## src/design/gaussian_aperture_field_mask_defines.svh

```systemverilog
// ----------------------------------------------------------------------------
// Gaussian aperture field mask: assertion macros
// Shared concurrent assertion forms, clocked on clock and disabled in reset.
// ----------------------------------------------------------------------------
`ifndef GAUSSIAN_APERTURE_FIELD_MASK_DEFINES_SVH
`define GAUSSIAN_APERTURE_FIELD_MASK_DEFINES_SVH

// Consequent must hold in the same cycle as the antecedent.
`define GAFM_ASSERT_SAME(label, ante, cons, msg) \
   label: assert property (@(posedge clock) disable iff (reset) (ante) |-> (cons)) \
      else $error(msg);

// Consequent must hold in the cycle after the antecedent.
`define GAFM_ASSERT_NEXT(label, ante, cons, msg) \
   label: assert property (@(posedge clock) disable iff (reset) (ante) |=> (cons)) \
      else $error(msg);

`endif

```

## src/design/gafm_pkg.sv

```systemverilog
// ----------------------------------------------------------------------------
// Gaussian aperture field mask: package
// Payload types, register map, fixed-point constants and the exponent table.
// ----------------------------------------------------------------------------
package gafm_pkg;

   localparam int SAMPLE_BITS      = 32;
   localparam int MUL_W            = 32;
   localparam int PROD_W           = 2 * MUL_W;
   localparam int CFG_W            = 32;
   localparam int GRID_W           = 13;
   localparam int FRAC_BITS        = 24;
   localparam int FRAC_IDX_W       = $clog2(FRAC_BITS + 1);
   localparam int DEFAULT_MAX_GRID = 4096;

   // log2(e) in Q2.30 and the exponent cutoff of 24.0 in Q.24.
   localparam logic [MUL_W-1:0]  LOG2E_Q30  = 32'd1549082005;
   localparam logic [PROD_W-1:0] CUTOFF_Q24 = 64'd24 << FRAC_BITS;

   // Register reset values.
   localparam logic [GRID_W-1:0] RST_GRID_POINTS = 13'd256;
   localparam logic [CFG_W-1:0]  RST_PIXEL_PITCH = 32'd65536;
   localparam logic [CFG_W-1:0]  RST_X_OFFSET    = 32'd0;
   localparam logic [CFG_W-1:0]  RST_Y_OFFSET    = 32'd0;
   localparam logic [CFG_W-1:0]  RST_INV_TWO_R2  = 32'd16777216;
   localparam logic [CFG_W-1:0]  RST_AMP_ROOT    = 32'd65536;

   localparam int CSR_IDX_W = 3;

   typedef enum logic [CSR_IDX_W-1:0] {
      REG_GRID_POINTS       = 3'd0,
      REG_PIXEL_PITCH       = 3'd1,
      REG_X_OFFSET          = 3'd2,
      REG_Y_OFFSET          = 3'd3,
      REG_INV_TWO_RADIUS_SQ = 3'd4,
      REG_AMPLITUDE_ROOT    = 3'd5
   } csr_index_type;

   typedef struct packed {
      logic signed [SAMPLE_BITS-1:0] sample_re;
      logic signed [SAMPLE_BITS-1:0] sample_im;
   } req_payload_type;

   typedef struct packed {
      logic signed [SAMPLE_BITS-1:0] masked_re;
      logic signed [SAMPLE_BITS-1:0] masked_im;
      logic                          frame_end;
   } rsp_payload_type;

   typedef struct packed {
      logic [GRID_W-1:0]       grid_points;
      logic [CFG_W-1:0]        pixel_pitch;
      logic signed [CFG_W-1:0] x_offset;
      logic signed [CFG_W-1:0] y_offset;
      logic [CFG_W-1:0]        inv_two_radius_sq;
      logic [CFG_W-1:0]        amplitude_root;
   } cfg_type;

   typedef logic [FRAC_BITS:0][MUL_W-1:0] frac_tab_type;

   // Bitwise integer square root, floor(sqrt(value)).
   function automatic logic [63:0] isqrt64(input logic [63:0] value);
      logic [63:0] rem;
      logic [63:0] root;
      logic [63:0] bit_w;
      rem   = value;
      root  = '0;
      bit_w = 64'd1 << 62;
      for (int i = 0; i < 32; i++) begin
         if (rem >= root + bit_w) begin
            rem  = rem - (root + bit_w);
            root = (root >> 1) + bit_w;
         end else begin
            root = root >> 1;
         end
         bit_w = bit_w >> 2;
      end
      return root;
   endfunction

   // Entry k holds 2^(-2^-k) in Q1.31, each one the square root of the last.
   function automatic frac_tab_type build_frac_tab();
      frac_tab_type tab;
      tab[0] = 32'd1 << 30;
      for (int k = 1; k <= FRAC_BITS; k++) begin
         tab[k] = MUL_W'(isqrt64(64'(tab[k-1]) << 31));
      end
      return tab;
   endfunction

   localparam frac_tab_type FRAC_TAB = build_frac_tab();

endpackage

```

## src/design/gafm_mult.sv

```systemverilog
// ----------------------------------------------------------------------------
// Gaussian aperture field mask: shared multiplier
// Unsigned 32 by 32 multiplier with a registered 64-bit product.
// ----------------------------------------------------------------------------
module gafm_mult (
   input  logic                          clock,
   input  logic                          mul_en,
   input  logic [gafm_pkg::MUL_W-1:0]    op_a,
   input  logic [gafm_pkg::MUL_W-1:0]    op_b,
   output logic [gafm_pkg::PROD_W-1:0]   product
);
   import gafm_pkg::*;

   logic [PROD_W-1:0] product_ff;

   always_ff @(posedge clock) begin
      if (mul_en) begin
         product_ff <= PROD_W'(op_a) * PROD_W'(op_b);
      end
   end

   assign product = product_ff;

endmodule

```

## src/design/gafm_grid_counter.sv

```systemverilog
// ----------------------------------------------------------------------------
// Gaussian aperture field mask: grid position counter
// Row and column counters over the clamped N by N grid, with the last flag.
// ----------------------------------------------------------------------------
module gafm_grid_counter #(
   parameter int MAX_GRID = gafm_pkg::DEFAULT_MAX_GRID
) (
   input  logic                           clock,
   input  logic                           reset,
   input  logic                           advance,
   input  logic [gafm_pkg::GRID_W-1:0]    grid_points,
   output logic [$clog2(MAX_GRID)-1:0]    row_index,
   output logic [$clog2(MAX_GRID)-1:0]    column_index,
   output logic [$clog2(MAX_GRID)-1:0]    grid_half,
   output logic                           frame_last
);
   import gafm_pkg::*;

   localparam int CNT_W = $clog2(MAX_GRID);
   localparam int GW    = (CNT_W + 1 > GRID_W) ? CNT_W + 1 : GRID_W;

   logic [CNT_W-1:0] row_ff, row_in;
   logic [CNT_W-1:0] col_ff, col_in;
   logic [GW-1:0]    grid_ext;
   logic [GW-1:0]    n_eff;
   logic             last_col;
   logic             last_row;

   always_comb begin
      grid_ext = GW'(grid_points);
      if (grid_ext < GW'(2)) begin
         n_eff = GW'(2);
      end else if (grid_ext > GW'(MAX_GRID)) begin
         n_eff = GW'(MAX_GRID);
      end else begin
         n_eff = grid_ext;
      end

      // A counter left beyond N-1 by a smaller N also counts as last.
      last_col = (GW'(col_ff) + GW'(1)) >= n_eff;
      last_row = (GW'(row_ff) + GW'(1)) >= n_eff;

      row_in = row_ff;
      col_in = col_ff;
      if (advance) begin
         if (last_col) begin
            col_in = '0;
            row_in = last_row ? '0 : row_ff + CNT_W'(1);
         end else begin
            col_in = col_ff + CNT_W'(1);
         end
      end
   end

   always_ff @(posedge clock) begin
      if (reset) begin
         row_ff <= '0;
         col_ff <= '0;
      end else begin
         row_ff <= row_in;
         col_ff <= col_in;
      end
   end

   assign row_index    = row_ff;
   assign column_index = col_ff;
   assign grid_half    = n_eff[CNT_W:1];
   assign frame_last   = last_col && last_row;

endmodule

```

## src/design/gafm_core.sv

```systemverilog
// ----------------------------------------------------------------------------
// Gaussian aperture field mask: sequencer and datapath
// Steps one sample through coordinates, exponent, gain and both products on
// the shared multiplier, then holds the result in the output register.
// ----------------------------------------------------------------------------
module gafm_core #(
   parameter int MAX_GRID = gafm_pkg::DEFAULT_MAX_GRID
) (
   input  logic                           clock,
   input  logic                           reset,
   input  gafm_pkg::cfg_type              cfg,
   input  logic                           start,
   input  gafm_pkg::req_payload_type      req_data,
   input  logic [$clog2(MAX_GRID)-1:0]    row_index,
   input  logic [$clog2(MAX_GRID)-1:0]    column_index,
   input  logic [$clog2(MAX_GRID)-1:0]    grid_half,
   input  logic                           frame_last,
   output logic                           busy,
   output logic                           rsp_valid,
   input  logic                           rsp_stall,
   output gafm_pkg::rsp_payload_type      rsp_data
);
   import gafm_pkg::*;

   localparam int CNT_W = $clog2(MAX_GRID);
   localparam int PW    = CNT_W + MUL_W;
   localparam int XW    = CNT_W + MUL_W + 2;
   localparam int Q_W   = PROD_W - 16;
   localparam int SB    = SAMPLE_BITS;
   localparam logic [XW-1:0]  COORD_SAT = XW'(64'd1 << 31);
   localparam logic [Q_W-1:0] SAT_POS   = Q_W'((64'd1 << (SB - 1)) - 64'd1);
   localparam logic [Q_W-1:0] SAT_NEG   = Q_W'(64'd1 << (SB - 1));
   localparam logic [MUL_W-1:0] G_ONE   = MUL_W'(64'd1 << 31);

   typedef enum logic [4:0] {
      ST_IDLE, ST_CROW, ST_CCOL, ST_SQX, ST_SQY, ST_SUMS, ST_ELO, ST_EHI,
      ST_ESUM, ST_TMUL, ST_TGET, ST_FRAC, ST_GAIN, ST_MRE, ST_MIM, ST_SIM,
      ST_DONE
   } state_type;

   state_type        state_ff, state_in;
   logic             rsp_valid_ff, rsp_valid_in;
   rsp_payload_type  rsp_data_ff, rsp_data_in;

   logic             row_neg_ff, row_neg_in;
   logic [CNT_W-1:0] row_mag_ff, row_mag_in;
   logic             col_neg_ff, col_neg_in;
   logic [CNT_W-1:0] col_mag_ff, col_mag_in;
   logic             re_neg_ff, re_neg_in;
   logic [SB-1:0]    re_mag_ff, re_mag_in;
   logic             im_neg_ff, im_neg_in;
   logic [SB-1:0]    im_mag_ff, im_mag_in;
   logic             frame_ff, frame_in;
   logic [MUL_W-1:0] ax_ff, ax_in;
   logic [MUL_W-1:0] ay_ff, ay_in;
   logic [PROD_W-1:0] s_ff, s_in;
   logic [MUL_W-1:0] acc_ff, acc_in;
   logic [MUL_W-1:0] e_ff, e_in;
   logic [FRAC_BITS-1:0] frac_ff, frac_in;
   logic [5:0]       tint_ff, tint_in;
   logic [MUL_W-1:0] g_ff, g_in;
   logic             pend_ff, pend_in;
   logic [MUL_W-1:0] gq_ff, gq_in;
   logic [SB-1:0]    re_res_ff, re_res_in;
   logic [SB-1:0]    im_res_ff, im_res_in;

   logic              mul_en;
   logic [MUL_W-1:0]  mul_a;
   logic [MUL_W-1:0]  mul_b;
   logic [PROD_W-1:0] prod;

   logic signed [CNT_W:0] row_d;
   logic signed [CNT_W:0] col_d;
   logic [MUL_W-1:0]      g_cur;
   logic [PROD_W-1:0]     e_sum;
   logic [FRAC_IDX_W-1:0] lead_pos;
   logic [FRAC_IDX_W-1:0] tab_idx;

   // Magnitude of (+/-p) - offset, saturated at 2^31.
   function automatic logic [MUL_W-1:0] coord_mag(input logic neg,
                                                  input logic [PW-1:0] p,
                                                  input logic [CFG_W-1:0] off);
      logic signed [XW-1:0] ps;
      logic signed [XW-1:0] xs;
      logic [XW-1:0]        xm;
      ps = signed'(XW'(p));
      if (neg) begin
         ps = -ps;
      end
      xs = ps - signed'({{(XW - CFG_W){off[CFG_W-1]}}, off});
      xm = xs[XW-1] ? unsigned'(-xs) : unsigned'(xs);
      return (xm > COORD_SAT) ? MUL_W'(COORD_SAT) : xm[MUL_W-1:0];
   endfunction

   // Drop the Q16 fraction of |sample| * gain, restore the sign, saturate.
   function automatic logic [SB-1:0] saturate(input logic [PROD_W-1:0] p,
                                              input logic neg);
      logic [Q_W-1:0] q;
      q = p[PROD_W-1:16];
      if (neg) begin
         if (q > SAT_NEG) begin
            q = SAT_NEG;
         end
         return -q[SB-1:0];
      end
      if (q > SAT_POS) begin
         q = SAT_POS;
      end
      return q[SB-1:0];
   endfunction

   gafm_mult u_mult (
      .clock   (clock),
      .mul_en  (mul_en),
      .op_a    (mul_a),
      .op_b    (mul_b),
      .product (prod)
   );

   always_comb begin
      state_in     = state_ff;
      rsp_valid_in = rsp_valid_ff && rsp_stall;
      rsp_data_in  = rsp_data_ff;
      row_neg_in   = row_neg_ff;
      row_mag_in   = row_mag_ff;
      col_neg_in   = col_neg_ff;
      col_mag_in   = col_mag_ff;
      re_neg_in    = re_neg_ff;
      re_mag_in    = re_mag_ff;
      im_neg_in    = im_neg_ff;
      im_mag_in    = im_mag_ff;
      frame_in     = frame_ff;
      ax_in        = ax_ff;
      ay_in        = ay_ff;
      s_in         = s_ff;
      acc_in       = acc_ff;
      e_in         = e_ff;
      frac_in      = frac_ff;
      tint_in      = tint_ff;
      g_in         = g_ff;
      pend_in      = pend_ff;
      gq_in        = gq_ff;
      re_res_in    = re_res_ff;
      im_res_in    = im_res_ff;
      mul_en       = 1'b0;
      mul_a        = '0;
      mul_b        = '0;

      row_d = signed'({1'b0, row_index}) - signed'({1'b0, grid_half});
      col_d = signed'({1'b0, column_index}) - signed'({1'b0, grid_half});
      g_cur = pend_ff ? prod[62:31] : g_ff;
      e_sum = prod + PROD_W'(acc_ff);

      // Highest remaining fraction bit is the smallest table index.
      lead_pos = '0;
      for (int i = 0; i < FRAC_BITS; i++) begin
         if (frac_ff[i]) begin
            lead_pos = FRAC_IDX_W'(i);
         end
      end
      tab_idx = FRAC_IDX_W'(FRAC_BITS) - lead_pos;

      case (state_ff)
         ST_IDLE: begin
            if (start) begin
               row_neg_in = row_d[CNT_W];
               row_mag_in = row_d[CNT_W] ? CNT_W'(-row_d) : row_d[CNT_W-1:0];
               col_neg_in = col_d[CNT_W];
               col_mag_in = col_d[CNT_W] ? CNT_W'(-col_d) : col_d[CNT_W-1:0];
               re_neg_in  = req_data.sample_re[SB-1];
               re_mag_in  = req_data.sample_re[SB-1] ? unsigned'(-req_data.sample_re)
                                                     : unsigned'(req_data.sample_re);
               im_neg_in  = req_data.sample_im[SB-1];
               im_mag_in  = req_data.sample_im[SB-1] ? unsigned'(-req_data.sample_im)
                                                     : unsigned'(req_data.sample_im);
               frame_in   = frame_last;
               state_in   = ST_CROW;
            end
         end
         ST_CROW: begin
            mul_en   = 1'b1;
            mul_a    = MUL_W'(row_mag_ff);
            mul_b    = cfg.pixel_pitch;
            state_in = ST_CCOL;
         end
         ST_CCOL: begin
            ax_in    = coord_mag(row_neg_ff, prod[PW-1:0], cfg.x_offset);
            mul_en   = 1'b1;
            mul_a    = MUL_W'(col_mag_ff);
            mul_b    = cfg.pixel_pitch;
            state_in = ST_SQX;
         end
         ST_SQX: begin
            ay_in    = coord_mag(col_neg_ff, prod[PW-1:0], cfg.y_offset);
            mul_en   = 1'b1;
            mul_a    = ax_ff;
            mul_b    = ax_ff;
            state_in = ST_SQY;
         end
         ST_SQY: begin
            s_in     = prod;
            mul_en   = 1'b1;
            mul_a    = ay_ff;
            mul_b    = ay_ff;
            state_in = ST_SUMS;
         end
         ST_SUMS: begin
            s_in     = s_ff + prod;
            state_in = ST_ELO;
         end
         ST_ELO: begin
            mul_en   = 1'b1;
            mul_a    = s_ff[MUL_W-1:0];
            mul_b    = cfg.inv_two_radius_sq;
            state_in = ST_EHI;
         end
         ST_EHI: begin
            acc_in   = prod[PROD_W-1:MUL_W];
            mul_en   = 1'b1;
            mul_a    = s_ff[PROD_W-1:MUL_W];
            mul_b    = cfg.inv_two_radius_sq;
            state_in = ST_ESUM;
         end
         ST_ESUM: begin
            if (e_sum > CUTOFF_Q24) begin
               // Gain is zero, so both results are zero.
               re_res_in = '0;
               im_res_in = '0;
               state_in  = ST_DONE;
            end else begin
               e_in     = e_sum[MUL_W-1:0];
               state_in = ST_TMUL;
            end
         end
         ST_TMUL: begin
            mul_en   = 1'b1;
            mul_a    = e_ff;
            mul_b    = LOG2E_Q30;
            state_in = ST_TGET;
         end
         ST_TGET: begin
            frac_in  = prod[53:30];
            tint_in  = prod[59:54];
            g_in     = G_ONE;
            pend_in  = 1'b0;
            state_in = ST_FRAC;
         end
         ST_FRAC: begin
            if (frac_ff == '0) begin
               g_in     = g_cur >> tint_ff;
               pend_in  = 1'b0;
               state_in = ST_GAIN;
            end else begin
               mul_en            = 1'b1;
               mul_a             = g_cur;
               mul_b             = FRAC_TAB[tab_idx];
               frac_in[lead_pos] = 1'b0;
               pend_in           = 1'b1;
            end
         end
         ST_GAIN: begin
            mul_en   = 1'b1;
            mul_a    = cfg.amplitude_root;
            mul_b    = g_ff;
            state_in = ST_MRE;
         end
         ST_MRE: begin
            gq_in    = prod[62:31];
            mul_en   = 1'b1;
            mul_a    = MUL_W'(re_mag_ff);
            mul_b    = prod[62:31];
            state_in = ST_MIM;
         end
         ST_MIM: begin
            re_res_in = saturate(prod, re_neg_ff);
            mul_en    = 1'b1;
            mul_a     = MUL_W'(im_mag_ff);
            mul_b     = gq_ff;
            state_in  = ST_SIM;
         end
         ST_SIM: begin
            im_res_in = saturate(prod, im_neg_ff);
            state_in  = ST_DONE;
         end
         ST_DONE: begin
            if (!rsp_valid_ff || !rsp_stall) begin
               rsp_valid_in          = 1'b1;
               rsp_data_in.masked_re = re_res_ff;
               rsp_data_in.masked_im = im_res_ff;
               rsp_data_in.frame_end = frame_ff;
               state_in              = ST_IDLE;
            end
         end
         default: begin
            state_in = ST_IDLE;
         end
      endcase
   end

   always_ff @(posedge clock) begin
      if (reset) begin
         state_ff     <= ST_IDLE;
         rsp_valid_ff <= 1'b0;
      end else begin
         state_ff     <= state_in;
         rsp_valid_ff <= rsp_valid_in;
         rsp_data_ff  <= rsp_data_in;
      end
   end

   always_ff @(posedge clock) begin
      row_neg_ff <= row_neg_in;
      row_mag_ff <= row_mag_in;
      col_neg_ff <= col_neg_in;
      col_mag_ff <= col_mag_in;
      re_neg_ff  <= re_neg_in;
      re_mag_ff  <= re_mag_in;
      im_neg_ff  <= im_neg_in;
      im_mag_ff  <= im_mag_in;
      frame_ff   <= frame_in;
      ax_ff      <= ax_in;
      ay_ff      <= ay_in;
      s_ff       <= s_in;
      acc_ff     <= acc_in;
      e_ff       <= e_in;
      frac_ff    <= frac_in;
      tint_ff    <= tint_in;
      g_ff       <= g_in;
      pend_ff    <= pend_in;
      gq_ff      <= gq_in;
      re_res_ff  <= re_res_in;
      im_res_ff  <= im_res_in;
   end

   assign busy      = (state_ff != ST_IDLE);
   assign rsp_valid = rsp_valid_ff;
   assign rsp_data  = rsp_data_ff;

endmodule

```

## src/design/gaussian_aperture_field_mask.sv

```systemverilog
// ----------------------------------------------------------------------------
// Gaussian aperture field mask: top level
// Applies a Gaussian aperture gain to each complex sample of an N by N field.
// ----------------------------------------------------------------------------
// Usage: samples enter row-major on the req_ channel as a transaction with
// req_valid high and req_stall low; the block tracks row and column itself.
// Each transaction returns one rsp_ transaction holding both parts scaled by
// amplitude_root * exp(-(x^2 + y^2) * inv_two_radius_sq), saturated, and
// frame_end on the last sample of the grid. Registers are to be written over
// the csr_ channel, which is always ready, only while no sample is in flight;
// the user must see to this, as the block itself does not enforce it.
// All arithmetic runs on one shared 32 by 32 multiplier. The exponent step
// makes one table product for each set fraction bit (0 to 24 of them) of the
// base-2 exponent; a sample beyond the exponent cutoff skips straight to a
// zero result. A new sample is taken only once the sequencer is back in idle
// after loading the result. The result sits in an output register, so the next
// sample is accepted while an earlier result is still stalled; the sequencer
// only waits at its last step if that register is still full.
// Reset (synchronous, active high) clears the counters, empties the output
// register and restores every register to its default.
// ----------------------------------------------------------------------------
`include "gaussian_aperture_field_mask_defines.svh"

module gaussian_aperture_field_mask #(
   parameter int MAX_GRID = gafm_pkg::DEFAULT_MAX_GRID
) (
   input  logic                              clock,
   input  logic                              reset,
   input  logic                              req_valid,
   output logic                              req_stall,
   input  gafm_pkg::req_payload_type         req_data,
   output logic                              rsp_valid,
   input  logic                              rsp_stall,
   output gafm_pkg::rsp_payload_type         rsp_data,
   input  logic                              csr_valid,
   output logic                              csr_ready,
   input  logic [gafm_pkg::CSR_IDX_W-1:0]    csr_index,
   input  logic [gafm_pkg::CFG_W-1:0]        csr_data
);
   import gafm_pkg::*;

   localparam int CNT_W = $clog2(MAX_GRID);

   cfg_type          cfg_ff, cfg_in;
   logic             req_accept;
   logic             core_busy;
   logic [CNT_W-1:0] row_index;
   logic [CNT_W-1:0] column_index;
   logic [CNT_W-1:0] grid_half;
   logic             frame_last;

   // Configuration writes are registered directly, so the port never holds off.
   assign csr_ready = 1'b1;

   always_comb begin
      cfg_in = cfg_ff;
      if (csr_valid && csr_ready) begin
         case (csr_index)
            REG_GRID_POINTS:       cfg_in.grid_points       = csr_data[GRID_W-1:0];
            REG_PIXEL_PITCH:       cfg_in.pixel_pitch       = csr_data;
            REG_X_OFFSET:          cfg_in.x_offset          = signed'(csr_data);
            REG_Y_OFFSET:          cfg_in.y_offset          = signed'(csr_data);
            REG_INV_TWO_RADIUS_SQ: cfg_in.inv_two_radius_sq = csr_data;
            REG_AMPLITUDE_ROOT:    cfg_in.amplitude_root    = csr_data;
            default: begin
               // Unmapped indexes are ignored.
               cfg_in = cfg_ff;
            end
         endcase
      end
   end

   always_ff @(posedge clock) begin
      if (reset) begin
         cfg_ff.grid_points       <= RST_GRID_POINTS;
         cfg_ff.pixel_pitch       <= RST_PIXEL_PITCH;
         cfg_ff.x_offset          <= signed'(RST_X_OFFSET);
         cfg_ff.y_offset          <= signed'(RST_Y_OFFSET);
         cfg_ff.inv_two_radius_sq <= RST_INV_TWO_R2;
         cfg_ff.amplitude_root    <= RST_AMP_ROOT;
      end else begin
         cfg_ff <= cfg_in;
      end
   end

   // The sequencer works on one sample at a time; it is free only in idle.
   assign req_stall  = core_busy;
   assign req_accept = req_valid && !req_stall;

   // The counters advance as a sample is taken; the core latches the
   // position it had before the step.
   gafm_grid_counter #(
      .MAX_GRID (MAX_GRID)
   ) u_grid_counter (
      .clock        (clock),
      .reset        (reset),
      .advance      (req_accept),
      .grid_points  (cfg_ff.grid_points),
      .row_index    (row_index),
      .column_index (column_index),
      .grid_half    (grid_half),
      .frame_last   (frame_last)
   );

   gafm_core #(
      .MAX_GRID (MAX_GRID)
   ) u_core (
      .clock        (clock),
      .reset        (reset),
      .cfg          (cfg_ff),
      .start        (req_accept),
      .req_data     (req_data),
      .row_index    (row_index),
      .column_index (column_index),
      .grid_half    (grid_half),
      .frame_last   (frame_last),
      .busy         (core_busy),
      .rsp_valid    (rsp_valid),
      .rsp_stall    (rsp_stall),
      .rsp_data     (rsp_data)
   );

   // A taken sample must occupy the sequencer in the following cycle.
   `GAFM_ASSERT_NEXT(a_busy_after_accept, req_accept, req_stall, "sequencer idle after accept")

   // A result only appears out of a busy sequencer.
   `GAFM_ASSERT_SAME(a_result_from_busy, $rose(rsp_valid), $past(req_stall), "result without work")

   // The last sample of a frame returns both counters to the origin.
   `GAFM_ASSERT_NEXT(a_frame_wrap, req_accept && frame_last, row_index == '0 && column_index == '0, "grid counters did not wrap")

endmodule
```

## config.mk

```make
export PLATFORM = sky130hd
export DESIGN_NAME = gaussian_aperture_field_mask
export DESIGN_NICKNAME = d
export VERILOG_FILES = /design/src/design/gafm_pkg.sv /design/src/design/gafm_mult.sv /design/src/design/gafm_grid_counter.sv /design/src/design/gafm_core.sv /design/src/design/gaussian_aperture_field_mask.sv
export VERILOG_INCLUDE_DIRS = /design/src /design/src/design
export SDC_FILE = /design/constraint.sdc
export NUM_CORES = 2
export LEC_CHECK = 0
export BUFFER_PORTS_ARGS = -buffer_cell sky130_fd_sc_hd__buf_4
export CAP_MARGIN = 20
export CORE_ASPECT_RATIO = 0.8
export CORE_UTILIZATION = 60
export CTS_BUF_LIST = sky130_fd_sc_hd__clkbuf_16
export CTS_CLUSTER_SIZE = 28
export DETAILED_ROUTE_END_ITERATION = 8
export PLACE_DENSITY_LB_ADDON = 0.12
export SLEW_MARGIN = 15
export SYNTH_ARGS = -nofsm -noshare
export SYNTH_HDL_FRONTEND = slang
export SYNTH_SLANG_ARGS = --single-unit
```

## constraint.sdc

```tcl
create_clock -name clock -period 29.3 [get_ports clock]
set_input_delay 2.93 -clock clock [delete_from_list [all_inputs] [get_ports clock]]
set_output_delay 2.93 -clock clock [all_outputs]
set_load 0.005 [all_outputs]
```

==> impl_metrics.toml <==
[logic_synthesis]
ys_async_sr_fraction_pct = 0
yosys_warnings = 0
synth-seq-area-share_pct = 24.4
synth_cell_type_count = 115
netlist_area_mm2 = 0.0873
yosys.area.top_type = "fa_1"
synthFlopType = "edfxtp_1"
syn_inst = 9925
synth-seq-cells = 776
synthTopCellsByArea = "fa_1 21%, edfxtp_1 20%, ha_1 7.3%"
synth_nets = 11400
synth.top_cell.area_share_pct = 20.7
syn_avg_cell_area_um2 = 8.80
synth_edf_count = 573

[final_layout]
final_common_cell = "nand2_1"
finalNonFillerCells = 11800
syn_to_final_growth_pct = 7.27
fillers = 11900
nets = 11400
final_cell_mix = "1354 x nand2_1, 1163 x inv_1, 920 x nor2_1"
drive_gt1_share_pct = 8.27

[floorplan]
ioPinCount = 172
die_w_um = 428
dieHeight_um = 343
dieArea_mm2 = 0.147
rows = 124
initial_core_util_pct = 60.8
core_area_mm2 = 0.144

[place]
place_ws_ns = 15.42
io_buffers = 170
post-place-cells = 11600
dp.final_hpwl_mm = 256
place_congestion = 1.05

[worst_hold_path]
min_path_cells = 0
hp-class = "reg -> reg"

[clock_tree]
postCtsSetupRepairBufs = 0
path_clk_slew_ns = 0.06
cts-resized-gates = 0
cts_made_buffers = 81
htree_levels = 3
cts_tree = "yes"
cts_max_path_buffers = 3
clock-sinks = 776
holdBufCountCts = 0
clock_tree.root_cell = "clkbuf_16"
insertion_delay_ns = 0.74

[sta]
min_period_over_period_pct = 48.7
setup_viol = 0
finalHoldViolations = 0
rsz0062_at_grt = "no"
slew_viol_final = 0
slew_headroom_pct = 13.9
setup_ws_ns = 15.02
fin_skew_ns = 0.0577
layout_min_cycle_time_ns = 14.28
setup_tns_ns = 0
worst_slew_pin_slew_ns = 1.29
fmax_ghz = 0.0700

[route]
firstDrtPassIters = 9
wl_per_cell_um = 28.5
drt-vias-per-instance = 6.67
drc_errors = 8
final_antenna_net_count = 0
vias = 78800
wl_mm = 337
drt_iter0_markers = 11900

[power]
power_density_mw_per_mm2 = 51.2
p_total_mw = 4.80
leakage_nw = 40.0
ir_drop_v = 0.0000546

[grt]
grt_remaining_overflow = 0
antenna_found_initial = 24
first_global_vias = 73900
grt_max_degree = 92
grt_use_total_pct = 45.2
grt_pass1_wl_mm = 490

[worst_setup_path]
crit_path_max_fanout = 32
critPathTopFamily = "adder cells"
crit_cells = 45
crit_top_cell = "fa_1"
worstSetupPathType = "reg -> reg"
critPathRequiredTime_ns = 29.75
worst_setup_path_start_kind = "flip-flop"
cp-end-kind = "flip-flop"
slowest_delay_ns = 0.77
path_buf_inv = 7
rr_worst_depth = 45
cp_slowest_cell = "clkinv_1"
crit_arrival_ns = 14.73

[job]
cap_viol_max_count = 0

[status]
outcome = "complete, but fails checks"
violations = "DRC"
[per-stage QoR]
step           util (%)  instance area, um^2  hold WS [ns]
3_5_place_dp       63.2                90800         0.405
3_3_place_gp       63.2                90800         0.402
4_1_cts            65.1                93500         0.420
2_1_floorplan         -                87300         0.400
5_1_grt            65.2                93600         0.425
6_report           65.2                93600         0.419
[flip-flops by register name, indices dropped and copies added, names as in the netlist, 24 cells and up]
register,flops
u_core.rsp_data,65
u_core.im_mag_ff,32
u_core.acc_ff,32
u_core.e_ff,32
u_core.re_mag_ff,32
u_core.frac_ff,24
u_core.im_res_ff,32
cfg_ff,173
u_core.gq_ff,32
u_core.ax_ff,32
u_core.s_ff,64
u_core.re_res_ff,32
u_core.g_ff,32
u_core.ay_ff,32
u_core.u_mult.product,64
[routing by layer]
metal | up-vias | wire (um) | GRT usage [%] | share of wire, %
li1 | 33600 | - | - | -
met1 | 38500 | 133000 | 63.5 | 39
met2 | 5793 | 128000 | 59.7 | 38
met3 | 939 | 58000 | 19.7 | 17
met4 | 16 | 17800 | 20.0 | 5.3
met5 | - | 344 | 1.20 | 0.10
[worst reg2reg max path, delay by kind of cell (launching register included)]
| family | cells | cell delay, ns |
|---|---|---|
| adders and majority gates | 10 | 5.01 |
| xor gates and xnor gates | 2 | 0.31 |
| and+or+nand+nor | 8 | 2.00 |
| DFF | 1 | 0.42 |
| buffers and inverters | 7 | 1.60 |
| AOI/OAI and AO/OA | 18 | 4.70 |
[Yosys cell counts, types with 88 or more instances]
library cell,count
nand2b_1,110
inv_1,1151
and3_1,91
clkbuf_1,490
xnor2_1,346
o21ai_0,394
a21o_1,161
fa_1,902
nor3_1,161
ha_1,512
nand3_1,146
dfxtp_1,203
edfxtp_1,573
xor2_1,131
nand4_1,88
nor2_1,928
a21oi_1,582
nand2_1,1355
[cell type report]
class,instances,area [um^2],area share [%]
diodes,16,40.0,0.0428
clock buffers,81,2030,2.16
clock inverters,71,696,0.743
inverters,1155,4340,4.63
multi-input cells,7426,59800,63.9
flip-flops and latches,776,21300,22.7
well taps,1890,2360,2.53
repair buffers,405,3080,3.29
[power by group]
group,internal (mW),leakage [nW],switching (mW)
registers,1.27,6.98,0.0796
logic,0.738,31.6,1.62
clock network,0.579,1.36,0.511
total,2.58,40.0,2.21
[worst paths after layout]
check,start,end,slack (ns)
setup / recovery,u_core.frac_ff[2],u_core.u_mult.product[49],15.02
hold / removal,u_core.im_res_ff[8],u_core.rsp_data[9],0.42
setup reg to reg,u_core.frac_ff[2],u_core.u_mult.product[49],15.02
hold reg to reg,u_core.im_res_ff[8],u_core.rsp_data[9],0.42
[cell families (layout without fill, tap and decap cells)]
| logic type | Yosys count | in the layout | share of synthesized area, % |
|---|---|---|---|
| buffers and inverters | 1723 | 1712 | 7.57 |
| AOI/OAI and AO/OA | 2019 | 2019 | 15.3 |
| xor gates and xnor gates | 478 | 478 | 4.80 |
| and+or+nand+nor | 3352 | 3352 | 17.5 |
| muxes | 162 | 162 | 2.40 |
| DFF | 776 | 776 | 24.4 |
| other | 1 | 17 | 0.00430 |
| adders and majority gates | 1414 | 1414 | 28.0 |
Note: power is estimated with default switching activity, not from simulation.
